===== src/hw/rtl/pst_pkg.sv =====
package pst_pkg;

    // coordinate format, signed Q16.8
    localparam int COORD_BITS = 24;
    // magnitude register, wide enough for an edge delta and the normalized range
    localparam int MAGW = (COORD_BITS + 1 > 31) ? COORD_BITS + 1 : 31;

    // last iteration indexes of the shared sequential units
    localparam logic [4:0] SQRT_LAST = 5'd30;
    localparam logic [4:0] DIV_LAST  = 5'd16;

    // configuration register indexes
    localparam logic [1:0] CFG_CLOSED = 2'd0;
    localparam logic [1:0] CFG_WIDTH  = 2'd1;
    localparam logic [1:0] CFG_OFFX   = 2'd2;
    localparam logic [1:0] CFG_OFFY   = 2'd3;

    typedef struct packed {
        logic signed [COORD_BITS-1:0] point_x;
        logic signed [COORD_BITS-1:0] point_y;
        logic                         last_point;
    } t_in;

    typedef struct packed {
        logic signed [COORD_BITS-1:0] vertex_x;
        logic signed [COORD_BITS-1:0] vertex_y;
        logic                         coverage;
        logic                         last_of_run;
    } t_out;

    // datapath operations
    typedef enum logic [3:0] {
        OP_NONE,
        OP_ACCEPT,
        OP_CHECK,
        OP_SETUP,
        OP_NORM,
        OP_SQA,
        OP_SQB,
        OP_SQRT,
        OP_DINIT_A,
        OP_DINIT_B,
        OP_DSTEP,
        OP_MUL,
        OP_NCALC,
        OP_EMIT,
        OP_FINISH
    } t_op;

    // extra offset of a corner beyond the half-width normal
    typedef enum logic [2:0] {
        EX_NONE,
        EX_FPOS,
        EX_FNEG,
        EX_TPOS,
        EX_TNEG
    } t_extra;

    typedef struct packed {
        logic   end2;
        logic   nneg;
        t_extra extra;
        logic   cov;
    } t_corner;

    typedef struct packed {
        t_op        op;
        logic       edge_b;
        logic [2:0] quad;
        logic [2:0] slot;
        logic       last_vtx;
    } t_cmd;

    typedef struct packed {
        logic seen;
        logic last;
        logic closed;
        logic width_zero;
        logic eq_prev;
        logic eq_first;
        logic norm_ok;
        logic out_free;
    } t_sts;

    // saturate a wide sum to the coordinate range
    function automatic logic signed [COORD_BITS-1:0] sat(
        input logic signed [COORD_BITS+2:0] v
    );
        logic signed [COORD_BITS-1:0] r;
        if (v[COORD_BITS+2:COORD_BITS-1] == {4{v[COORD_BITS+2]}}) begin
            r = v[COORD_BITS-1:0];
        end else if (v[COORD_BITS+2]) begin
            r = {1'b1, {(COORD_BITS-1){1'b0}}};
        end else begin
            r = {1'b0, {(COORD_BITS-1){1'b1}}};
        end
        return r;
    endfunction

    // corner of a vertex: quads split as abc, acd
    function automatic t_corner corner(input logic [2:0] quad, input logic [2:0] slot);
        logic [1:0] k;
        t_corner    c;
        unique case (slot)
            3'd0, 3'd3: k = 2'd0;
            3'd1:       k = 2'd1;
            3'd2, 3'd4: k = 2'd2;
            3'd5:       k = 2'd3;
            default:    k = 2'd0;
        endcase
        unique case ({quad, k})
            // body
            5'b000_00: c = '{1'b0, 1'b0, EX_NONE, 1'b1};
            5'b000_01: c = '{1'b1, 1'b0, EX_NONE, 1'b1};
            5'b000_10: c = '{1'b1, 1'b1, EX_NONE, 1'b1};
            5'b000_11: c = '{1'b0, 1'b1, EX_NONE, 1'b1};
            // positive side fringe
            5'b001_00: c = '{1'b0, 1'b0, EX_NONE, 1'b1};
            5'b001_01: c = '{1'b1, 1'b0, EX_NONE, 1'b1};
            5'b001_10: c = '{1'b1, 1'b0, EX_FPOS, 1'b0};
            5'b001_11: c = '{1'b0, 1'b0, EX_FPOS, 1'b0};
            // negative side fringe
            5'b010_00: c = '{1'b0, 1'b1, EX_NONE, 1'b1};
            5'b010_01: c = '{1'b0, 1'b1, EX_FNEG, 1'b0};
            5'b010_10: c = '{1'b1, 1'b1, EX_FNEG, 1'b0};
            5'b010_11: c = '{1'b1, 1'b1, EX_NONE, 1'b1};
            // start cap
            5'b011_00: c = '{1'b0, 1'b1, EX_NONE, 1'b1};
            5'b011_01: c = '{1'b0, 1'b0, EX_NONE, 1'b1};
            5'b011_10: c = '{1'b0, 1'b0, EX_TNEG, 1'b0};
            5'b011_11: c = '{1'b0, 1'b1, EX_TNEG, 1'b0};
            // end cap
            5'b100_00: c = '{1'b1, 1'b0, EX_NONE, 1'b1};
            5'b100_01: c = '{1'b1, 1'b1, EX_NONE, 1'b1};
            5'b100_10: c = '{1'b1, 1'b1, EX_TPOS, 1'b0};
            5'b100_11: c = '{1'b1, 1'b0, EX_TPOS, 1'b0};
            default:   c = '{1'b0, 1'b0, EX_NONE, 1'b1};
        endcase
        return c;
    endfunction

endpackage


===== src/hw/rtl/pst_ctrl.sv =====
module pst_ctrl (
    input  logic          i_clk,
    input  logic          i_rst_n,
    input  logic          i_in_valid,
    output logic          o_in_ready,
    input  pst_pkg::t_sts i_sts,
    output pst_pkg::t_cmd o_cmd
);
    import pst_pkg::*;

    typedef enum logic [3:0] {
        S_IDLE,
        S_CHECK,
        S_SETUP,
        S_NORM,
        S_SQA,
        S_SQB,
        S_SQRT,
        S_DINA,
        S_DIVA,
        S_DINB,
        S_DIVB,
        S_MUL,
        S_NCALC,
        S_EMIT,
        S_FINISH
    } t_state;

    t_state     r_state, n_state;
    logic [4:0] r_cnt, n_cnt;
    logic [2:0] r_quad, n_quad;
    logic [2:0] r_slot, n_slot;
    logic       r_edge_b, n_edge_b;
    logic       r_do_b, n_do_b;
    logic       do_a, do_b, edge_end;

    // edge decisions and end of the vertex run
    assign do_a = i_sts.seen && !i_sts.width_zero && !i_sts.eq_prev;
    assign do_b = i_sts.seen && i_sts.last && i_sts.closed && !i_sts.width_zero
                  && !i_sts.eq_first;
    assign edge_end = (r_quad == 3'd4) && (r_slot == 3'd5);

    // next state and commands
    always_comb begin
        n_state    = r_state;
        n_cnt      = r_cnt;
        n_quad     = r_quad;
        n_slot     = r_slot;
        n_edge_b   = r_edge_b;
        n_do_b     = r_do_b;
        o_in_ready = 1'b0;
        o_cmd      = '{OP_NONE, r_edge_b, r_quad, r_slot, 1'b0};
        unique case (r_state)
            S_IDLE: begin
                o_in_ready = 1'b1;
                if (i_in_valid) begin
                    o_cmd.op = OP_ACCEPT;
                    n_state  = S_CHECK;
                end
            end
            S_CHECK: begin
                o_cmd.op = OP_CHECK;
                n_do_b   = do_b;
                if (do_a) begin
                    n_edge_b = 1'b0;
                    n_state  = S_SETUP;
                end else if (do_b) begin
                    n_edge_b = 1'b1;
                    n_state  = S_SETUP;
                end else begin
                    n_state = S_FINISH;
                end
            end
            S_SETUP: begin
                o_cmd.op = OP_SETUP;
                n_state  = S_NORM;
            end
            S_NORM: begin
                if (i_sts.norm_ok) begin
                    n_state = S_SQA;
                end else begin
                    o_cmd.op = OP_NORM;
                end
            end
            S_SQA: begin
                o_cmd.op = OP_SQA;
                n_state  = S_SQB;
            end
            S_SQB: begin
                o_cmd.op = OP_SQB;
                n_cnt    = '0;
                n_state  = S_SQRT;
            end
            S_SQRT: begin
                o_cmd.op = OP_SQRT;
                n_cnt    = r_cnt + 5'd1;
                if (r_cnt == SQRT_LAST) begin
                    n_state = S_DINA;
                end
            end
            S_DINA: begin
                o_cmd.op = OP_DINIT_A;
                n_cnt    = '0;
                n_state  = S_DIVA;
            end
            S_DIVA: begin
                o_cmd.op = OP_DSTEP;
                n_cnt    = r_cnt + 5'd1;
                if (r_cnt == DIV_LAST) begin
                    n_state = S_DINB;
                end
            end
            S_DINB: begin
                o_cmd.op = OP_DINIT_B;
                n_cnt    = '0;
                n_state  = S_DIVB;
            end
            S_DIVB: begin
                o_cmd.op = OP_DSTEP;
                n_cnt    = r_cnt + 5'd1;
                if (r_cnt == DIV_LAST) begin
                    n_state = S_MUL;
                end
            end
            S_MUL: begin
                o_cmd.op = OP_MUL;
                n_state  = S_NCALC;
            end
            S_NCALC: begin
                o_cmd.op = OP_NCALC;
                n_quad   = '0;
                n_slot   = '0;
                n_state  = S_EMIT;
            end
            S_EMIT: begin
                if (i_sts.out_free) begin
                    o_cmd.op       = OP_EMIT;
                    o_cmd.last_vtx = edge_end && (r_edge_b || !r_do_b);
                    if (r_slot == 3'd5) begin
                        n_slot = '0;
                        n_quad = r_quad + 3'd1;
                    end else begin
                        n_slot = r_slot + 3'd1;
                    end
                    if (edge_end) begin
                        if (!r_edge_b && r_do_b) begin
                            n_edge_b = 1'b1;
                            n_state  = S_SETUP;
                        end else begin
                            n_state = S_FINISH;
                        end
                    end
                end
            end
            S_FINISH: begin
                o_cmd.op = OP_FINISH;
                n_state  = S_IDLE;
            end
            default: n_state = S_IDLE;
        endcase
    end

    // state and counters
    always_ff @(posedge i_clk) begin
        if (!i_rst_n) begin
            r_state  <= S_IDLE;
            r_cnt    <= '0;
            r_quad   <= '0;
            r_slot   <= '0;
            r_edge_b <= 1'b0;
            r_do_b   <= 1'b0;
        end else begin
            r_state  <= n_state;
            r_cnt    <= n_cnt;
            r_quad   <= n_quad;
            r_slot   <= n_slot;
            r_edge_b <= n_edge_b;
            r_do_b   <= n_do_b;
        end
    end

endmodule


===== config.mk =====
export PLATFORM = sky130hd
export DESIGN_NAME = pst_ctrl
export DESIGN_NICKNAME = d
export VERILOG_FILES = /design/src/hw/rtl/pst_pkg.sv /design/src/hw/rtl/pst_ctrl.sv
export SDC_FILE = /design/constraint.sdc
export NUM_CORES = 1
export LEC_CHECK = 0
export ABC_AREA = 1
export BUFFER_PORTS_ARGS = -buffer_cell sky130_fd_sc_hd__buf_2
export CORE_MARGIN = 2
export CORE_UTILIZATION = 59
export CTS_CLUSTER_DIAMETER = 30
export DETAILED_ROUTE_END_ITERATION = 10
export PLACE_DENSITY = 0.81
export SLEW_MARGIN = 20
export SYNTH_ARGS = -nofsm -noshare
export SYNTH_HDL_FRONTEND = slang
export SYNTH_SLANG_ARGS = --single-unit

===== constraint.sdc =====
create_clock -name i_clk -period 2.13 [get_ports i_clk]
set_input_delay 0.1065 -clock i_clk [delete_from_list [all_inputs] [get_ports i_clk]]
set_output_delay 0.1065 -clock i_clk [all_outputs]
set_load 0.005 [all_outputs]

### After elaboration in Yosys (flattened, before gate mapping)

Index checks and enable logic that the tools add are counted.

| storage, ports and cells | value |
|---|---|
| logic and storage cells | 94 |
| register bits after elaboration | 17 |
| output and inout bits | 13 |

| operators by class | value |
|---|---|
| eq/ne operators | 28 |
| add/subtract/negate cells | 3 |
| multiplexer cells | 31 |
| reductions and logical operators | 26 |

Operators by type and width:

| cell | count |
|---|---|
| $pmux W4 S14 | 2 |
| $mux W4 | 11 |
| $eq A4 B4 Y1 const B | 7 |
| $ne A2 B2 Y1 const B | 9 |
| $eq A4 B3 Y1 const B | 4 |
| $mux W3 | 5 |
| $pmux W3 S2 | 2 |
| $eq A5 B5 Y1 const B | 2 |
| $pmux W5 S2 | 1 |
| $logic_and A1 B1 Y1 | 9 |
| $mux W1 | 9 |
| $eq A4 B2 Y1 const B | 2 |
| $reduce_and A7 Y1 | 1 |
| $add A3 B1 Y3 const B | 2 |
| $eq A3 B3 Y1 const B | 2 |
| $reduce_bool A2 Y1 | 3 |
| $reduce_or A3 Y1 | 2 |
| $add A5 B1 Y5 const B | 1 |
| $logic_not A1 Y1 | 5 |
| $reduce_and A5 Y1 | 1 |
| $eq A4 B1 Y1 const B | 1 |
| $logic_not A4 Y1 | 1 |
| $ne A3 B3 Y1 const B | 1 |
| $reduce_and A3 Y1 | 1 |
| 4 further kinds | 4 |

### Logic depth before layout (Yosys ltp)

| depth | value |
|---|---|
| depth in word-level cells | 7 |
| depth in mapped cells | 11 |
| depth with buffers taken out | 11 |

### Worst setup path after synthesis

OpenSTA, ideal clock, no wires.

| timing path | value |
|---|---|
| path type | register to register |
| from | register r_state[2] |
| to | register r_quad[0] |
| stages on the path, launching flop included | 8 |
| path slack | 0.838 ns |
| buffers on the path | 0 |
| period minus slack after synthesis | 1.292 ns |
| data required time | 2.014 ns |
| arrival | 1.176 ns |
| cell sequence | dfxtp_1 -> nand2_1 -> inv_1 -> nand2_4 -> o21ai_4 -> nand2_1 -> o21ai_0 -> nor2_1 |

| on the way | value |
|---|---|
| word-level cells in the longest chain between the ends | 3 |
| elaborated cells on any way between the ends | 7 |
| those cells by class | eq/ne (4); mux (1); reduce/logical (2) |

Ends and longest elaborated chain:

| item | line | RTL |
|---|---|---|
| start: declaration | pst_ctrl.sv:29 | `t_state r_state, n_state;` |
| start signal: assignment | pst_ctrl.sv:173 | `r_state <= n_state;` |
| $eq A4 B4 Y1 | pst_ctrl.sv:53 | `unique case (r_state)` |
| $ne A2 B2 Y1 (no line) or $reduce_bool A2 Y1 (tied branches) | n/a |  |
| $reduce_and A3 Y1 (no line) | n/a |  |
| end signal: assignment | pst_ctrl.sv:175 | `r_quad <= n_quad;` |
| end: declaration | pst_ctrl.sv:31 | `logic [2:0] r_quad, n_quad;` |

Parallel ways exist; a longest one is shown, timed or not.
A chain may end at the register's enable or synchronous reset.

==> results.py <==
metrics = {
    "run_status": {
        "outcome": "finished clean",
    },
    "setup_path": {
        "crit_buf_inv": 4,
        "startpoint_type": "flop",
        "startpoint": "r_state[0]",
        "r2r_start": "r_state[3]",
        "cp_data_arrival_time_ns": 1.72,
        "critPathMaxFanout": 7,
        "worstSetupEndpointType": "output port",
        "cp_slowest_stage_delay_ns": 0.49,
        "cpMostUsedCell": "inv_2",
        "rr_worst_depth": 7,
        "path_delay_family": "flip-flops",
        "path_class": "flop to output port",
        "worstPathRequired_ns": 2.02,
        "critical-path-slowest-cell": "dfxtp_1",
        "worst-path-stages": 9,
        "crit_path_cell_trace": "inv_2 -> nor2_4 -> nand2_4 -> nor2_8 -> inv_2 -> o21ai_0 -> inv_1 -> nand3_1 -> buf_2",
    },
    "floorplanning": {
        "die_w_um": 51.0,
        "start_util_pct": 60.7,
        "core_um2": 2150,
        "dieArea_um2": 2600,
        "die_height_um": 51.0,
        "rows": 17,
        "io_pins": 24,
    },
    "yosys": {
        "avgSynthCellArea_um2": 6.12,
        "synthArstFlopShare_pct": 0,
        "synthFlopType": "dfxtp_1",
        "syn_nets": 229,
        "synth_seq_cells": 17,
        "synthesis.area_um2": 1300,
        "synth_edf_count": 0,
        "synthCells": 213,
        "synth_cell_types": 27,
        "seq_area_frac_synth_pct": 26.1,
        "yosys_warnings": 0,
    },
    "layout": {
        "final_common_cell": "nand2_1",
        "nets": 255,
        "insertedDiodeCount": 0,
        "drive_gt1_share_pct": 17.6,
        "final_cell_mix": "57 x nand2_1, 31 x inv_1, 28 x nor2_1, 23 x buf_2, 18 x a21oi_1",
        "syn_to_final_growth_pct": 12.7,
    },
    "clock_network": {
        "cts_hold_buf": 0,
        "cts_inserted_buffers": 3,
        "cts-root-buf": "clkbuf_4",
        "cts_buffer_depth": 2,
        "clk_latency_ns": 0.30,
        "cts_tree": "yes",
        "post_cts_buffers": 0,
        "cts.sinks": 17,
        "clk_pin_slew_worst_paths_ns": 0.11,
        "htreeDepth": 1,
        "cts_resized": 0,
    },
    "route": {
        "dr.pass1.iters": 4,
        "vias": 1397,
        "wl_met3_um": 154,
        "drt_iter0_markers": 46,
        "met2WireLength_um": 1480,
        "wl_met1_um": 1370,
        "post_drt_wl_per_cell_um": 11.6,
        "ant_nets": 0,
        "wl_um": 3080,
        "drc": 0,
        "viasPerCell": 5.25,
        "highest_layer": "met4",
    },
    "grt": {
        "grt_max_degree": 11,
        "antenna_found_initial": 0,
        "first_global_vias": 1252,
        "track_usage_pct": 24.7,
        "grt_overflow_total": 0,
        "grt_pass1_wl_um": 4970,
    },
    "timing": {
        "finClkSkew_ns": 0.0118,
        "setup_ws_ns": 0.306,
        "setup_viol": 0,
        "hold_viol_final": 0,
        "slew_headroom_pct": 74.2,
        "rsz0062_at_grt": "false",
        "worstMarginPinSlew_ns": 0.387,
        "fin_crit_ns": 1.82,
        "drv_slew": 0,
        "fmax_mhz": 548,
        "fin_setup_tns_ns": 0,
        "period_share_pct": 85.6,
    },
    "power_and_ir_drop": {
        "ir_worst_vdd_uv": 748,
        "p_per_area_nw_per_um2": 1030,
        "p_leak_nw": 0.775,
    },
    "worst_hold_path": {
        "hold_path.class": "input pin to flop",
        "min_path_cells": 4,
        "min_from": "i_sts[2]",
    },
    "place": {
        "io_buffers": 23,
        "dp_slack_ns": 0.645,
        "dp.final_hpwl_um": 2450,
        "gp_congestion": 0.903,
    },
    "job": {
        "cap_violations": 0,
    },
}
[power by group]
part	switching, mW	internal, mW	leakage (nW)
registers	0.0845	0.380	0.138
clock network	0.112	0.0700	0.0177
logic	0.556	0.310	0.619
[cells in the mapped netlist, types with 2 or more instances]
library cell	n	share of area (%)
nand2_4	3	2.6
nor2_1	28	8.1
nand3_1	16	6.1
nor2_4	3	2.6
inv_1	31	8.9
ha_1	5	4.8
nor2_2	3	1.4
a21oi_1	18	6.9
nand2_2	2	0.96
inv_2	2	0.58
o21ai_0	11	4.2
nor3_1	4	1.5
dfxtp_1	17	26
nand2_1	57	16
[metrics by stage]
stage | std cells | total power, mW | utilization [%] | hold WS (ns) | cell area [µm²]
3_5_place_dp | 262 | 1.32 | 67.1 | 0.412 | 1440
6_report | 266 | 1.51 | 68.4 | 0.0869 | 1470
5_1_grt | 266 | 1.64 | 68.4 | 0.0962 | 1470
4_1_cts | 266 | 1.51 | 68.4 | 0.0797 | 1470
3_3_place_gp | 262 | 1.30 | 67.1 | 0.395 | 1440
2_1_floorplan | 213 | 1.09 | - | 0.270 | 1300
[flip-flops by register name, summed over array words and instances (netlist names)]
register and flops:
r_state 4, r_quad 3, r_cnt 5, r_do_b 1, r_edge_b 1, r_slot 3
[layer usage]
layer | vias up | GRT usage, %
met3 | 8 | 1.75
met5 | - | 0
met1 | 617 | 28.4
li1 | 723 | -
met4 | 0 | 10.8
met2 | 49 | 46.3
[cell type report]
class                           count  area (µm²)
Clock buffer                        3        22.5
Clock inverter                      1        5.00
Fill cell                         215         679
Inverter                           34         128
Multi-Input combinational cell    160         823
Sequential cell                    17         340
Tap cell                           28        35.0
Timing Repair Buffer               23         115
[cell families (layout without fill, tap and decap cells)]
logic type / Yosys count / count (layout) / synth area share (%)
AND/OR/NAND/NOR: 119 / 119 / 42.3
buffers and inverters: 36 / 61 / 10.7
AO/OA/AOI/OAI: 35 / 35 / 15.4
flip-flops: 17 / 17 / 26.1
adder cells (fa/ha/maj): 5 / 5 / 4.80
XOR/XNOR: 1 / 1 / 0.672
[worst paths after layout]
| check | slack, ns | end |
|---|---|---|
| max | 0.31 | o_cmd[10] |
| min | 0.09 | r_do_b |
| max reg2reg | 0.60 | r_state[3] |
| min reg2reg | 0.47 | r_edge_b |
[worst min-delay path: stages]
cell,delay [ns]
buf_2,0.08
nor2_1,0.04
nand2_1,0.07
a21oi_1,0.06
Note: power is estimated with default switching activity, not from simulation.
